==> src/ctre_pkg.sv <==
// Shared types and constants of the charge time remaining estimator.
// Holds the payload structs, controller states, command and status groups.
// No dependencies.
package ctre_pkg;

   localparam int SOC_STEPS_DEFAULT = 100;

   // Width of the signed product and accumulator (33 x 25 bit products).
   localparam int ACC_W = 58;

   localparam int CSR_IDX_W  = 3;
   localparam int CSR_DATA_W = 16;

   // Configuration register indexes.
   localparam logic [CSR_IDX_W-1:0] CSR_EMF_ENABLE       = 3'd0;
   localparam logic [CSR_IDX_W-1:0] CSR_SMOOTHING_WEIGHT = 3'd1;
   localparam logic [CSR_IDX_W-1:0] CSR_SMOOTHING_BASE   = 3'd2;
   localparam logic [CSR_IDX_W-1:0] CSR_OVERSTATE_ENABLE = 3'd3;
   localparam logic [CSR_IDX_W-1:0] CSR_OVERSTATE_WEIGHT = 3'd4;
   localparam logic [CSR_IDX_W-1:0] CSR_OVERSTATE_BASE   = 3'd5;

   localparam logic [15:0] WEIGHT_RESET = 16'd10000;
   localparam logic [15:0] BASE_RESET   = 16'd10000;
   localparam logic [7:0]  OBASE_RESET  = 8'd100;

   typedef enum logic [1:0] {
      ACT_CLEAR  = 2'd0,
      ACT_LOAD   = 2'd1,
      ACT_FINISH = 2'd2,
      ACT_REPORT = 2'd3
   } action_type;

   typedef struct packed {
      logic [1:0]  action;
      logic [6:0]  soc_index;
      logic [15:0] profile_seconds;
      logic [31:0] now_seconds;
   } req_type;

   typedef struct packed {
      logic signed [31:0] remaining_seconds;
      logic               invalid;
   } rsp_type;

   typedef enum logic [2:0] {
      MUL_MEAS_BASE,
      MUL_W_T,
      MUL_BW_MF,
      MUL_REM_F,
      MUL_VAL_NUM
   } mul_sel_type;

   typedef enum logic [1:0] {
      DIV_STEP,
      DIV_BASE,
      DIV_OBASE
   } div_sel_type;

   typedef enum logic [4:0] {
      ST_IDLE,
      ST_DECODE,
      ST_FIN_INIT,
      ST_FIN_RD,
      ST_FIN_WR,
      ST_RPT_CHECK,
      ST_TR_RD,
      ST_TR_MUL,
      ST_TR_ACC,
      ST_TR_DST,
      ST_TR_DWT,
      ST_FC_MUL1,
      ST_FC_MUL2,
      ST_FC_ADD,
      ST_FC_DST,
      ST_FC_DWT,
      ST_CA_RD,
      ST_CA_MUL,
      ST_CA_ACC,
      ST_CA_DST,
      ST_CA_DWT,
      ST_OUT_RD,
      ST_OUT_MUL,
      ST_OUT_ACC,
      ST_OUT_DST,
      ST_OUT_DWT
   } state_type;

   typedef struct packed {
      logic        load_in;
      logic        do_clear;
      logic        write_step;
      logic        fin_init;
      logic        fin_rd;
      logic        fin_wr;
      logic        rpt_update;
      logic        set_factor_base;
      logic        trend_rd;
      logic        t_base;
      logic        mul_en;
      mul_sel_type mul_sel;
      logic        acc_ld;
      logic        acc_add;
      logic        div_start;
      div_sel_type div_sel;
      logic        t_ld;
      logic        factor_ld;
      logic        cache_wr;
      logic        rem_rd;
      logic        rsp_ok;
      logic        rsp_bad;
   } cmd_type;

   typedef struct packed {
      action_type action;
      logic       bad_rpt;
      logic       same_soc;
      logic       cached_hit;
      logic       need_trend;
      logic       step_zero;
      logic       fin_last;
      logic       div_done;
   } status_type;

endpackage

==> src/ctre_ctrl.sv <==
// Controller state machine of the estimator: sequences the datapath.
// Depends on ctre_pkg for states, commands and status.
module ctre_ctrl import ctre_pkg::*; (
   input  logic       clock,
   input  logic       reset,
   input  logic       start,
   output logic       busy,
   input  status_type status,
   output cmd_type    cmd
);

   state_type state_ff, state_in;

   always_ff @(posedge clock) begin
      if (reset) begin
         state_ff <= ST_IDLE;
      end else begin
         state_ff <= state_in;
      end
   end

   // Next state.
   always_comb begin
      state_in = state_ff;
      case (state_ff)
         ST_IDLE: begin
            if (start) begin
               state_in = ST_DECODE;
            end
         end
         ST_DECODE: begin
            case (status.action)
               ACT_FINISH: state_in = ST_FIN_INIT;
               ACT_REPORT: state_in = ST_RPT_CHECK;
               default:    state_in = ST_IDLE;
            endcase
         end
         ST_FIN_INIT: state_in = ST_FIN_RD;
         ST_FIN_RD:   state_in = ST_FIN_WR;
         ST_FIN_WR:   state_in = status.fin_last ? ST_IDLE : ST_FIN_RD;
         ST_RPT_CHECK: begin
            if (status.bad_rpt) begin
               state_in = ST_IDLE;
            end else if (status.same_soc || status.cached_hit) begin
               state_in = ST_OUT_RD;
            end else if (status.need_trend) begin
               state_in = ST_TR_RD;
            end else begin
               state_in = ST_CA_RD;
            end
         end
         ST_TR_RD:  state_in = ST_TR_MUL;
         ST_TR_MUL: state_in = status.step_zero ? ST_FC_MUL1 : ST_TR_ACC;
         ST_TR_ACC: state_in = ST_TR_DST;
         ST_TR_DST: state_in = ST_TR_DWT;
         ST_TR_DWT: begin
            if (status.div_done) begin
               state_in = ST_FC_MUL1;
            end
         end
         ST_FC_MUL1: state_in = ST_FC_MUL2;
         ST_FC_MUL2: state_in = ST_FC_ADD;
         ST_FC_ADD:  state_in = ST_FC_DST;
         ST_FC_DST:  state_in = ST_FC_DWT;
         ST_FC_DWT: begin
            if (status.div_done) begin
               state_in = ST_CA_RD;
            end
         end
         ST_CA_RD:  state_in = ST_CA_MUL;
         ST_CA_MUL: state_in = ST_CA_ACC;
         ST_CA_ACC: state_in = ST_CA_DST;
         ST_CA_DST: state_in = ST_CA_DWT;
         ST_CA_DWT: begin
            if (status.div_done) begin
               state_in = ST_OUT_RD;
            end
         end
         ST_OUT_RD:  state_in = ST_OUT_MUL;
         ST_OUT_MUL: state_in = ST_OUT_ACC;
         ST_OUT_ACC: state_in = ST_OUT_DST;
         ST_OUT_DST: state_in = ST_OUT_DWT;
         ST_OUT_DWT: begin
            if (status.div_done) begin
               state_in = ST_IDLE;
            end
         end
         default: state_in = ST_IDLE;
      endcase
   end

   // Commands to the datapath.
   always_comb begin
      cmd         = '0;
      cmd.mul_sel = MUL_MEAS_BASE;
      cmd.div_sel = DIV_BASE;
      case (state_ff)
         ST_IDLE: cmd.load_in = start;
         ST_DECODE: begin
            cmd.do_clear   = status.action == ACT_CLEAR;
            cmd.write_step = status.action == ACT_LOAD;
         end
         ST_FIN_INIT: cmd.fin_init = 1'b1;
         ST_FIN_RD:   cmd.fin_rd   = 1'b1;
         ST_FIN_WR:   cmd.fin_wr   = 1'b1;
         ST_RPT_CHECK: begin
            cmd.rsp_bad    = status.bad_rpt;
            cmd.rpt_update = !status.bad_rpt && !status.same_soc;
            cmd.set_factor_base = !status.bad_rpt && !status.same_soc &&
                                  !status.cached_hit && !status.need_trend;
         end
         ST_TR_RD: cmd.trend_rd = 1'b1;
         ST_TR_MUL: begin
            cmd.t_base  = status.step_zero;
            cmd.mul_en  = !status.step_zero;
            cmd.mul_sel = MUL_MEAS_BASE;
         end
         ST_TR_ACC: cmd.acc_ld = 1'b1;
         ST_TR_DST: begin
            cmd.div_start = 1'b1;
            cmd.div_sel   = DIV_STEP;
         end
         ST_TR_DWT: cmd.t_ld = status.div_done;
         ST_FC_MUL1: begin
            cmd.mul_en  = 1'b1;
            cmd.mul_sel = MUL_W_T;
         end
         ST_FC_MUL2: begin
            cmd.mul_en  = 1'b1;
            cmd.mul_sel = MUL_BW_MF;
            cmd.acc_ld  = 1'b1;
         end
         ST_FC_ADD: cmd.acc_add = 1'b1;
         ST_FC_DST: begin
            cmd.div_start = 1'b1;
            cmd.div_sel   = DIV_BASE;
         end
         ST_FC_DWT: cmd.factor_ld = status.div_done;
         ST_CA_RD:  cmd.rem_rd = 1'b1;
         ST_CA_MUL: begin
            cmd.mul_en  = 1'b1;
            cmd.mul_sel = MUL_REM_F;
         end
         ST_CA_ACC: cmd.acc_ld = 1'b1;
         ST_CA_DST: begin
            cmd.div_start = 1'b1;
            cmd.div_sel   = DIV_BASE;
         end
         ST_CA_DWT: cmd.cache_wr = status.div_done;
         ST_OUT_RD: cmd.rem_rd = 1'b1;
         ST_OUT_MUL: begin
            cmd.mul_en  = 1'b1;
            cmd.mul_sel = MUL_VAL_NUM;
         end
         ST_OUT_ACC: cmd.acc_ld = 1'b1;
         ST_OUT_DST: begin
            cmd.div_start = 1'b1;
            cmd.div_sel   = DIV_OBASE;
         end
         ST_OUT_DWT: cmd.rsp_ok = status.div_done;
         default: ;
      endcase
   end

   assign busy = state_ff != ST_IDLE;

   a_accept_decodes : assert property (@(posedge clock) disable iff (reset)
      (state_ff == ST_IDLE && start) |=> state_ff == ST_DECODE)
      else $error("accepted item not decoded");
   a_result_ends : assert property (@(posedge clock) disable iff (reset)
      (cmd.rsp_ok || cmd.rsp_bad) |=> state_ff == ST_IDLE)
      else $error("controller busy after result");
   a_div_wait : assert property (@(posedge clock) disable iff (reset)
      status.div_done |-> (state_ff == ST_TR_DWT || state_ff == ST_FC_DWT ||
                           state_ff == ST_CA_DWT || state_ff == ST_OUT_DWT))
      else $error("division finished outside a wait state");

endmodule

==> config.mk <==
export PLATFORM = sky130hd
export DESIGN_NAME = ctre_ctrl
export DESIGN_NICKNAME = d
export VERILOG_FILES = /design/src/ctre_pkg.sv /design/src/ctre_ctrl.sv
export SDC_FILE = /design/constraint.sdc
export NUM_CORES = 1
export LEC_CHECK = 0
export ABC_AREA = 1
export BUFFER_PORTS_ARGS = -buffer_cell sky130_fd_sc_hd__buf_4
export CORE_MARGIN = 10
export CORE_UTILIZATION = 45
export CTS_CLUSTER_DIAMETER = 50
export DETAILED_ROUTE_END_ITERATION = 12
export PLACE_DENSITY = 0.8
export SLEW_MARGIN = 30
export SYNTH_ARGS = -nofsm -noshare
export SYNTH_HDL_FRONTEND = slang
export SYNTH_SLANG_ARGS = --single-unit
==> constraint.sdc <==
create_clock -name clock -period 1.75 [get_ports clock]
set_input_delay 0.0875 -clock clock [delete_from_list [all_inputs] [get_ports clock]]
set_output_delay 0.0875 -clock clock [all_outputs]
set_load 0.02 [all_outputs]
==> reports/results.ini <==
[clocking]
clock_path_buffers=2
cts_hold_buffers=0
cts_buffers=3
cts_tree=done
worstSkewPairLatency_ns=0.26
numClockSinks=5
htreeDepth=1
cts-root-buf=clkbuf_4
clk_pin_slew_ns=0.05

[power_and_ir_drop]
power_mw=0.527
ir_drop_uv=321
p_leak_nw=0.636
pwr_density_cell_mw_per_mm2=457

[route]
dr.pass1.iters=4
num_vias=1232
remaining_drc_errors=0
wirelength_mm=3.22
drt_iter0_markers=78
via_per_inst=5.31
wl_per_cell_um=13.9
antenna_left=0

[worst_setup_path]
cp.arrival_ns=1.64
crit_type=flip-flop to primary output
critPathLaunchType=flip-flop
path_cells=nand2_1 -> nor2_4 -> inv_1 -> o311ai_0 -> buf_4
critPathLaunch=state_ff[0]$_SDFFE_PP0P_
worstPathMaxFanout=5
cpPeakStageDelay_ns=0.40
crit_path_end_kind=primary output
cpLargestDelayFamily=flip-flops
worstPathBufferInverterCount=2
slowest_stage=dfxtp_1
r2r_start=state_ff[4]$_SDFFE_PP0P_
cp.required_ns=1.66

[flow_run]
max_cap_violations=0

[timing]
rsz0062_at_grt=true
skew_ns=0.00517
tns_ns=0
finalCriticalPeriod_ns=1.73
drv_slew=0
period_share=0.989
fmax_mhz=578
worstMarginPinSlew_ns=0.362
layout_setup_ws_ns=0.0196
final_hold_viol_count=0
setup_violations=0
slew-limit-headroom=0.755

[cells_and_area]
finalNetCount=220
n_antenna_cell=0
largest_registers=state_ff: 5 flops
postLayoutCellArea_mm2=0.00115
largest_register_ffs=5
final_util=0.675
nFillCells=169
area_growth_pct=45.0
drive_gt1_frac=0.271
final_cell_mix=nor2_1 (50), buf_4 (38), nand2_1 (33)
final_common_cell=nor2_1
largest-register=state_ff

[floorplanning]
fp-row-count=15
die_y_um=62.0
coreArea_mm2=0.00171
dieArea_mm2=0.00385
start_util=0.465
die_x_um=62.0
ioPinCount=38

[grt]
grt_start_max_net_pins=12
grt_pass1_vias=1079
grt-ovfl-total=0
grtUsageMet1=0.188
antenna_found_initial=0
gr-usage-met2=0.295
gr-usage-met3=0.0346
grt_usage=0.168
busiest_layer=met2
grt_first_pass_wirelength_mm=4.89

[yosys]
seq_area_frac_synth=0.126
syn_area_um2=795
synth_cell_types=19
synth_cells=166
synth_seq_cells=5
syn-num-nets=178
ys_warn_count=0
syn_area_per_cell_um2=4.79

[worst_hold_path]
hold_start=reset
hold_class=primary input to flip-flop

[place]
routabilityCongestion=0.935
hpwlAfterDp_mm=2.69
dpl_worst_slack_ns=0.0627
io_buffers=37
dpl_cell_area_mm2=0.00110

[outcome]
status=finished clean

## Yosys cell counts
cell / n / area share
inv_1: 26 / 0.12
nor3_1: 5 / 0.031
nand2_1: 33 / 0.16
a21oi_1: 9 / 0.057
o311ai_0: 1 / 0.011
o21ai_1: 2 / 0.013
nand4_1: 2 / 0.016
buf_4: 1 / 0.0095
nor2_1: 53 / 0.25
nand3_2: 1 / 0.013
a21oi_2: 1 / 0.011
o22ai_1: 2 / 0.016
o21ai_0: 4 / 0.025
dfxtp_1: 5 / 0.13
inv_2: 2 / 0.0095
nor2_4: 1 / 0.014
nand3_1: 15 / 0.094
nor2_2: 2 / 0.016
a22oi_1: 1 / 0.0095
## cell families (layout without fill, tap and decap cells)
group,after synthesis,after routing,share of synthesized area
compound gates,20,20,0.142
buf+inv,29,70,0.142
flops,5,5,0.126
simple gates,112,112,0.591
## path summary, 6_finish.rpt
check | end | slack, ns | depth (start not counted)
setup / recovery | cmd[14] | 0.02 | 5
hold / removal | state_ff[4]$_SDFFE_PP0P_ | 0.02 | 2
setup reg to reg | state_ff[2]$_SDFFE_PP0P_ | 0.10 | 9
hold reg to reg | state_ff[0]$_SDFFE_PP0P_ | 0.54 | 2
## per-stage QoR
stage          cells  hold WS (ns)
2_1_floorplan    166         0.157
3_5_place_dp     228         0.296
6_report         232        0.0202
3_3_place_gp     228         0.299
5_1_grt          232        0.0173
4_1_cts          232        0.0199
## per-layer routing
layer,vias to the layer above,part of all wire
li1,603,-
met1,540,0.38
met2,76,0.48
met3,13,0.11
met4,0,0.033
met5,-,0
## power by group
part	leakage, nW	internal, mW	switching, mW	total, mW
Combinational	0.578	0.0841	0.162	0.246
Sequential	0.0426	0.122	0.0125	0.135
Clock	0.0150	0.0869	0.0591	0.146
Total	0.636	0.293	0.233	0.527
## area by class of cell
| type | count | area [um^2] | share of cell area |
|---|---|---|---|
| Clock buffer | 4 | 26.3 | 0.0228 |
| Tap cell | 25 | 31.3 | 0.0271 |
| Inverter | 28 | 105 | 0.0912 |
| Timing Repair Buffer | 38 | 285 | 0.248 |
| Multi-Input combinational cell | 132 | 599 | 0.520 |
| Sequential cell | 5 | 105 | 0.0912 |
## repair_timing
item                                   in CTS  in global routing
endpoints found under the hold margin       0                  0
buffers inserted                            0                  0
gates resized for setup                     4                  5
setup endpoints to repair                   1                  9
(Power assumes the default switching activity.)
